$ cat config.mk
export PLATFORM = sky130hd
export DESIGN_NAME = dht11_pulse_width_decoder_top
export DESIGN_NICKNAME = d
export VERILOG_FILES = /design/src/rtl/dhtpwd_pkg.sv /design/src/rtl/dhtpwd_cfg_regs.sv /design/src/rtl/dhtpwd_frame.sv /design/src/rtl/dht11_pulse_width_decoder_top.sv
export SDC_FILE = /design/constraint.sdc
export NUM_CORES = 1
export LEC_CHECK = 0
export BUFFER_PORTS_ARGS = -buffer_cell sky130_fd_sc_hd__buf_2
export CORE_ASPECT_RATIO = 1.2
export CORE_MARGIN = 1
export CORE_UTILIZATION = 30
export CTS_CLUSTER_SIZE = 28
export DETAILED_ROUTE_END_ITERATION = 8
export HOLD_SLACK_MARGIN = 0.02
export SETUP_SLACK_MARGIN = 0.2
export SYNTH_ARGS = -nofsm -noshare
export SYNTH_HDL_FRONTEND = slang
export SYNTH_SLANG_ARGS = --single-unit
export TNS_END_PERCENT = 100
$ cat constraint.sdc
create_clock -name clk -period 5.85 [get_ports clk]
set_clock_uncertainty 0.05 [all_clocks]
set_input_delay 0.585 -clock clk [delete_from_list [all_inputs] [get_ports clk]]
set_output_delay 0.585 -clock clk [all_outputs]
set_load 0.1 [all_outputs]
$ cat src/rtl/dhtpwd_pkg.sv
// ----------------------------------------------------------------------------
// dhtpwd_pkg
// Shared types and constants for the single-wire pulse width decoder.
// ----------------------------------------------------------------------------
package dhtpwd_pkg;

	localparam int TICK_WIDTH_DEF = 32;
	localparam int TICK_IN_W      = 32;
	localparam int CFG_W          = 16;
	localparam int CFG_IDX_W      = 2;
	localparam int BYTE_W         = 8;
	localparam int FRAME_BITS     = 40;
	localparam int BIT_CNT_W      = 6;

	localparam logic [CFG_W-1:0] SOF_MIN_RST = CFG_W'(80);
	localparam logic [CFG_W-1:0] ONE_MIN_RST = CFG_W'(60);
	localparam logic [CFG_W-1:0] ONE_MAX_RST = CFG_W'(80);

	localparam logic [BIT_CNT_W-1:0] FRAME_BITS_CNT = BIT_CNT_W'(FRAME_BITS);

	// request codes
	localparam logic REQ_START = 1'b0;
	localparam logic REQ_EDGE  = 1'b1;

	typedef enum logic [1:0] {
		PH_WAIT = 2'd0,
		PH_READ = 2'd1,
		PH_DONE = 2'd3
	} phase_t;

	typedef enum logic [CFG_IDX_W-1:0] {
		CFG_SOF_MIN = 2'd0,
		CFG_ONE_MIN = 2'd1,
		CFG_ONE_MAX = 2'd2
	} cfg_idx_t;

	typedef struct packed {
		logic [CFG_W-1:0] sof_min;
		logic [CFG_W-1:0] one_min;
		logic [CFG_W-1:0] one_max;
	} cfg_t;

	typedef struct packed {
		logic [BYTE_W-1:0] temperature;
		logic [BYTE_W-1:0] humidity;
		logic              frame_done;
		logic              checksum_ok;
	} result_t;

endpackage

$ cat src/rtl/dhtpwd_cfg_regs.sv
// ----------------------------------------------------------------------------
// dhtpwd_cfg_regs
// Width threshold registers, written through a plain write port.
// ----------------------------------------------------------------------------
module dhtpwd_cfg_regs
	import dhtpwd_pkg::*;
(
	input  logic                 clk,
	input  logic                 arst_n,
	input  logic                 cfg_we,
	input  logic [CFG_IDX_W-1:0] cfg_index,
	input  logic [CFG_W-1:0]     cfg_wdata,
	output cfg_t                 cfg
);

	cfg_t cfg_q;

	always_ff @(posedge clk or negedge arst_n) begin
		if (!arst_n) begin
			cfg_q.sof_min <= SOF_MIN_RST;
			cfg_q.one_min <= ONE_MIN_RST;
			cfg_q.one_max <= ONE_MAX_RST;
		end else if (cfg_we) begin
			case (cfg_idx_t'(cfg_index))
				CFG_SOF_MIN: cfg_q.sof_min <= cfg_wdata;
				CFG_ONE_MIN: cfg_q.one_min <= cfg_wdata;
				CFG_ONE_MAX: cfg_q.one_max <= cfg_wdata;
				default: begin
					// unmapped index: drop the write
				end
			endcase
		end
	end

	assign cfg = cfg_q;

endmodule

$ cat src/rtl/dhtpwd_frame.sv
// ----------------------------------------------------------------------------
// dhtpwd_frame
// Frame state: pulse width measurement, bit decode, checksum and data hold.
// ----------------------------------------------------------------------------
module dhtpwd_frame
	import dhtpwd_pkg::*;
#(
	parameter int TICK_WIDTH = TICK_WIDTH_DEF
) (
	input  logic                 clk,
	input  logic                 arst_n,
	input  logic                 item_en,
	input  logic                 req_type,
	input  logic                 pin_level,
	input  logic [TICK_IN_W-1:0] tick_now,
	input  cfg_t                 cfg,
	output result_t              result
);

	phase_t                  phase_q, phase_d;
	logic                    rise_seen_q, rise_seen_d;
	logic [TICK_WIDTH-1:0]   rise_tick_q, rise_tick_d;
	logic [BIT_CNT_W-1:0]    bit_count_q, bit_count_d;
	logic [FRAME_BITS-1:0]   frame_bits_q, frame_bits_d;
	logic [BYTE_W-1:0]       temp_hold_q, temp_hold_d;
	logic [BYTE_W-1:0]       humid_hold_q, humid_hold_d;

	logic [TICK_WIDTH-1:0]   tick_w;
	logic [TICK_WIDTH-1:0]   width;
	logic                    fall_evt;
	logic                    sof_hit;
	logic                    one_bit;
	logic [BIT_CNT_W-1:0]    bit_count_inc;
	logic                    last_bit;
	logic [FRAME_BITS-1:0]   frame_shift;
	logic [BYTE_W-1:0]       sum8;
	logic                    sum_match;

	// fit the incoming tick to the counter width
	generate
		if (TICK_WIDTH > TICK_IN_W) begin : g_ext
			assign tick_w = {{(TICK_WIDTH-TICK_IN_W){1'b0}}, tick_now};
		end else if (TICK_WIDTH == TICK_IN_W) begin : g_eq
			assign tick_w = tick_now;
		end else begin : g_trunc
			assign tick_w = tick_now[TICK_WIDTH-1:0];
		end
	endgenerate

	assign width    = tick_w - rise_tick_q;
	assign fall_evt = (req_type == REQ_EDGE) && rise_seen_q && !pin_level;
	assign sof_hit  = width > TICK_WIDTH'(cfg.sof_min);
	assign one_bit  = (width > TICK_WIDTH'(cfg.one_min)) && (width < TICK_WIDTH'(cfg.one_max));

	assign bit_count_inc = bit_count_q + BIT_CNT_W'(1);
	assign last_bit      = bit_count_inc >= FRAME_BITS_CNT;
	assign frame_shift   = {frame_bits_q[FRAME_BITS-2:0], one_bit};

	// checksum is the low byte of the sum of the four data bytes
	assign sum8 = frame_shift[39:32] + frame_shift[31:24] + frame_shift[23:16]
		+ frame_shift[15:8];
	assign sum_match = sum8 == frame_shift[7:0];

	// next phase
	always_comb begin
		phase_d = phase_q;
		if (item_en) begin
			if (req_type == REQ_START) begin
				phase_d = PH_WAIT;
			end else if (fall_evt) begin
				case (phase_q)
					PH_WAIT: begin
						if (sof_hit) phase_d = PH_READ;
					end
					PH_READ: begin
						if (last_bit) phase_d = PH_DONE;
					end
					default: begin
						phase_d = phase_q;
					end
				endcase
			end
		end
	end

	// datapath and result
	always_comb begin
		rise_seen_d  = rise_seen_q;
		rise_tick_d  = rise_tick_q;
		bit_count_d  = bit_count_q;
		frame_bits_d = frame_bits_q;
		temp_hold_d  = temp_hold_q;
		humid_hold_d = humid_hold_q;
		result.frame_done  = 1'b0;
		result.checksum_ok = 1'b0;
		if (req_type == REQ_START) begin
			rise_seen_d  = 1'b0;
			bit_count_d  = '0;
			frame_bits_d = '0;
		end else if (!rise_seen_q) begin
			if (pin_level) begin
				rise_tick_d = tick_w;
				rise_seen_d = 1'b1;
			end
		end else if (!pin_level) begin
			rise_seen_d = 1'b0;
			case (phase_q)
				PH_WAIT: begin
					if (sof_hit) bit_count_d = '0;
				end
				PH_READ: begin
					frame_bits_d = frame_shift;
					bit_count_d  = bit_count_inc;
					if (last_bit) begin
						result.frame_done = 1'b1;
						if (sum_match) begin
							result.checksum_ok = 1'b1;
							temp_hold_d  = frame_shift[23:16];
							humid_hold_d = frame_shift[39:32];
						end
					end
				end
				default: begin
					// done: widths are discarded
				end
			endcase
		end
		result.temperature = temp_hold_d;
		result.humidity    = humid_hold_d;
	end

	always_ff @(posedge clk or negedge arst_n) begin
		if (!arst_n) begin
			phase_q      <= PH_DONE;
			rise_seen_q  <= 1'b0;
			rise_tick_q  <= '0;
			bit_count_q  <= '0;
			frame_bits_q <= '0;
			temp_hold_q  <= '0;
			humid_hold_q <= '0;
		end else if (item_en) begin
			phase_q      <= phase_d;
			rise_seen_q  <= rise_seen_d;
			rise_tick_q  <= rise_tick_d;
			bit_count_q  <= bit_count_d;
			frame_bits_q <= frame_bits_d;
			temp_hold_q  <= temp_hold_d;
			humid_hold_q <= humid_hold_d;
		end
	end

endmodule

$ cat src/rtl/dht11_pulse_width_decoder_top.sv
// ----------------------------------------------------------------------------
// dht11_pulse_width_decoder_top
// Single-wire sensor reply decoder driven by timestamped pin-edge words.
// ----------------------------------------------------------------------------
// Each input word is either a start request or a pin edge with its tick.
// One result word comes out per input word, through the input register and
// then the result register, and a new word is taken every cycle while the
// output side keeps up. The frame update between the two registers is one
// tick subtraction, three width compares, a shift and a four-byte add. The
// tick difference wraps modulo 2^TICK_WIDTH. The user must write threshold
// registers only while no word is in flight; the block does not enforce it.
module dht11_pulse_width_decoder_top
	import dhtpwd_pkg::*;
#(
	parameter int TICK_WIDTH = TICK_WIDTH_DEF
) (
	input  logic                 clk,
	input  logic                 arst_n,
	// input channel
	input  logic                 in_valid,
	output logic                 in_stall,
	input  logic                 req_type,
	input  logic                 pin_level,
	input  logic [TICK_IN_W-1:0] tick_now,
	// output channel
	output logic                 out_valid,
	input  logic                 out_stall,
	output logic [BYTE_W-1:0]    temperature,
	output logic [BYTE_W-1:0]    humidity,
	output logic                 frame_done,
	output logic                 checksum_ok,
	// configuration
	input  logic                 cfg_we,
	input  logic [CFG_IDX_W-1:0] cfg_index,
	input  logic [CFG_W-1:0]     cfg_wdata
);

	cfg_t                 cfg;
	result_t              result;
	result_t              result_s2;
	logic                 valid_s1;
	logic                 valid_s2;
	logic                 req_type_s1;
	logic                 pin_level_s1;
	logic [TICK_IN_W-1:0] tick_now_s1;
	logic                 in_accept;
	logic                 adv_s1;

	assign adv_s1    = valid_s1 && (!valid_s2 || !out_stall);
	assign in_stall  = valid_s1 && !adv_s1;
	assign in_accept = in_valid && !in_stall;

	always_ff @(posedge clk or negedge arst_n) begin
		if (!arst_n) begin
			valid_s1 <= 1'b0;
		end else if (in_accept) begin
			valid_s1 <= 1'b1;
		end else if (adv_s1) begin
			valid_s1 <= 1'b0;
		end
	end

	always_ff @(posedge clk) begin
		if (in_accept) begin
			req_type_s1  <= req_type;
			pin_level_s1 <= pin_level;
			tick_now_s1  <= tick_now;
		end
	end

	dhtpwd_cfg_regs u_cfg (
		.clk       (clk),
		.arst_n    (arst_n),
		.cfg_we    (cfg_we),
		.cfg_index (cfg_index),
		.cfg_wdata (cfg_wdata),
		.cfg       (cfg)
	);

	dhtpwd_frame #(
		.TICK_WIDTH (TICK_WIDTH)
	) u_frame (
		.clk       (clk),
		.arst_n    (arst_n),
		.item_en   (adv_s1),
		.req_type  (req_type_s1),
		.pin_level (pin_level_s1),
		.tick_now  (tick_now_s1),
		.cfg       (cfg),
		.result    (result)
	);

	// result register: hold while stalled
	always_ff @(posedge clk or negedge arst_n) begin
		if (!arst_n) begin
			valid_s2 <= 1'b0;
		end else if (adv_s1) begin
			valid_s2 <= 1'b1;
		end else if (!out_stall) begin
			valid_s2 <= 1'b0;
		end
	end

	always_ff @(posedge clk) begin
		if (adv_s1) begin
			result_s2 <= result;
		end
	end

	assign out_valid   = valid_s2;
	assign temperature = result_s2.temperature;
	assign humidity    = result_s2.humidity;
	assign frame_done  = result_s2.frame_done;
	assign checksum_ok = result_s2.checksum_ok;

endmodule

==> impl_metrics.tcl <==
set metrics [dict create \
    outcome "finished, final reports clean" \
    finalMaxSlewViolations 0 \
    timing.final.crit_period_ps 5028 \
    power_leakage_nw 5.869 \
    antennaDiodeCount 0 \
    ctsHtreeMaxLevel 4 \
    multi_input_area_um2 5688 \
    post-cts-setup-buffer-count 0 \
    clk_pin_slew_ps 80 \
    fin_tns_setup_ps 0 \
    antenna_found_initial 0 \
    final_common_cell "dfrtp_1" \
    met1_usage_pct 17.00 \
    initial_utilization_pct 30.39 \
    netlist_area_um2 11450 \
    vias 8066 \
    seq_power_share_pct 34.2 \
    nFillCells 3816 \
    dieArea_um2 38950 \
    ant_nets 0 \
    synth_area_per_cell_um2 10.93 \
    worstPathMaxFanout 16 \
    ff_latch_area_um2 5228 \
    p_int_mw 3.016 \
    hold_ws_ps 126.1 \
    max_freq_mhz 198.9 \
    track_usage_pct 13.59 \
    syn2layout_area_growth_pct 12.58 \
    grt_first_pass_wirelength_um 42480 \
    yosys_warnings 0 \
    grt-busiest-layer "met2" \
    gp_congestion 0.8704 \
    max_slew_margin_pct 31.79 \
    async_reset_ff_share_pct 73.74 \
    dpl.hpwl_um 18620 \
    power_density_nw_per_um2 374.0 \
    fin_ws_ps 821.7 \
    power_frac_clock_pct 25.0 \
    end_kind "register" \
    cp-start-kind "register" \
    hp-class "in2async" \
    drt_iter0_markers 539 \
    drt_drc_violations_left 0 \
    yosysUniqueCellTypes 76 \
    use_met2_pct 23.26 \
    drv_cap 0 \
    ys_seq_area_share_pct 45.66 \
    die_width_um 180.3 \
    grt_max_degree 81 \
    final_nets 1271 \
    num_rows 78 \
    total_power_mw 4.821 \
    io_pins 77 \
    irDropWorstVdd_v 0.0001796 \
    routedWlPerCell_um 15.79 \
    post-route-util_pct 34.21 \
    syn-instance-count 1047 \
    routed_wirelength_um 25350 \
    cts_buffers 17 \
    grt_overflow_total 0 \
    finalSetupViolCount 0 \
    clockBufferDepth 2 \
    rsz0062_at_grt "no" \
    power_switching_mw 1.804 \
    ctsHoldBuffers 0 \
    syn-num-nets 1206 \
    hold_viol_final 0 \
    synth_edf_count 52 \
    post-route-period-util_pct 85.95 \
    root_buffer "clkbuf_16" \
    core-area_um2 37670 \
    arrival_ps 5180 \
    power.share.switching_pct 37.43 \
    ys_ff_latch 198 \
    io_buffers 76 \
    required_ps 6000 \
    cts_sinks 198 \
    dpl_worst_slack_ps 866.7 \
    use_met3_pct 2.497 \
    grt_pass1_vias 8247 \
    clk-insertion-delay-late_ps 450 \
    p_comb_share_pct 40.7 \
    cts_tree "built" \
    die_h_um 216.0 \
    via_per_inst 5.026 \
    synth_flop_cell "dfrtp_1" \
    cts_resized 0 \
    final_cell_mix "dfrtp_1 (136), nand2_1 (95), inv_1 (94)" \
    path_class "reg2reg" \
    worst_pin_slew_ps 1020 \
    dr.pass1.iters 5 \
    drive_gt1_share_pct 18.93 \
]
[layer usage]
metal | routed length [um] | vias to the layer above
met5 | 0 | -
met4 | 481 | 0
met3 | 786 | 32
met2 | 12220 | 148
met1 | 11860 | 3967
li1 | - | 3919
[final cells by class]
cell class                      instances  share of cell area (%)
Clock buffer                           18                   3.330
Clock inverter                         14                   1.291
Inverter                               94                   2.738
Multi-Input combinational cell        720                   44.13
Sequential cell                       198                   40.56
Tap cell                              480                   4.660
Timing Repair Buffer                   81                   3.291
[power by group through the flow]
| stage | clock [mW] | sequential (mW) | combinational, mW |
|---|---|---|---|
| after global placement | 0 | 1.67 | 1.92 |
| after CTS | 1.25 | 1.65 | 1.97 |
| after floorplan | 0 | 1.71 | 1.44 |
| after global routing | 1.30 | 1.67 | 2.22 |
| final | 1.21 | 1.65 | 1.96 |
| after detailed placement | 0 | 1.68 | 1.95 |
[worst max-delay path, stage by stage (launching register included)]
cell and delay [ps]:
edfxtp_1 360, inv_1 50, ha_1 210, fa_1 410
nor2b_1 190, o2111ai_1 190, nand2_1 140, a21o_1 120
a21o_1 140, a31oi_1 100, xnor2_1 340, ha_1 320
a21o_1 160, a21o_1 170, a21oi_1 120, o21ai_0 90
o221ai_1 180, o211ai_1 240, nand4b_2 350, mux2_4 440
mux2_2 380
[cell usage after synthesis (all sizes together), types with 20 or more instances]
library cell / number / area [um2]
dfrtp: 136 / 3403
nand2: 95 / 356.6
inv: 94 / 352.8
ha: 87 / 1089
o21ai: 80 / 404.1
mux2: 71 / 885.8
edfxtp: 52 / 1562
a21oi: 46 / 264.0
a22o: 38 / 332.8
nor2: 32 / 120.1
xnor2: 27 / 236.5
a21o: 24 / 180.2
clkbuf: 23 / 87.58
nor3: 21 / 105.1
o21a: 20 / 150.1
[sequential cells by signal (all words and copies together), names as in the netlist, 2 cells and up]
| register | flops |
|---|---|
| u_cfg.cfg | 48 |
| u_frame.bit_count_q | 6 |
| u_frame.phase_q | 2 |
| tick_now_s1 | 32 |
| humidity | 8 |
| u_frame.humid_hold_q | 8 |
| u_frame.temp_hold_q | 8 |
| u_frame.frame_bits_q | 39 |
| u_frame.rise_tick_q | 32 |
| temperature | 8 |
[per-stage QoR]
step	cells	cell area [um2]
2_1_floorplan	1047	11450
3_3_place_gp	1573	12290
3_5_place_dp	1573	12290
4_1_cts	1605	12890
5_1_grt	1605	12890
6_report	1605	12890
[path summary, 6_finish.rpt]
| check | start | to | slack [ps] | cells after the start |
|---|---|---|---|---|
| setup / recovery | tick_now_s1[0]$_DFFE_PP_ | temperature[0]$_DFFE_PP_ | 820 | 20 |
| hold / removal | arst_n | u_frame.temp_hold_q[6]$_DFFE_PN0P_ | 130 | 1 |
| setup reg to reg | tick_now_s1[0]$_DFFE_PP_ | temperature[0]$_DFFE_PP_ | 820 | 20 |
| hold reg to reg | tick_now_s1[7]$_DFFE_PP_ | u_frame.rise_tick_q[7]$_DFFE_PN0P_ | 440 | 2 |
| max in group asynchronous | arst_n | u_cfg.cfg[34]$_DFFE_PN0P_ | 4210 | 2 |
| min in group clk | tick_now[22] | tick_now_s1[22]$_DFFE_PP_ | 250 | 1 |
[cell families (layout without fill, tap and decap cells)]
logic type	Yosys count	in the layout	synth area share, %
AOI/OAI and AO/OA	276	276	16.54
and+or+nand+nor	235	235	10.36
DFF	198	198	45.66
buffers and inverters	129	207	4.798
adders and majority gates	102	102	12.13
muxes	73	73	7.913
xor gates and xnor gates	34	34	2.601
No activity file was read; power rests on OpenSTA's default activity.
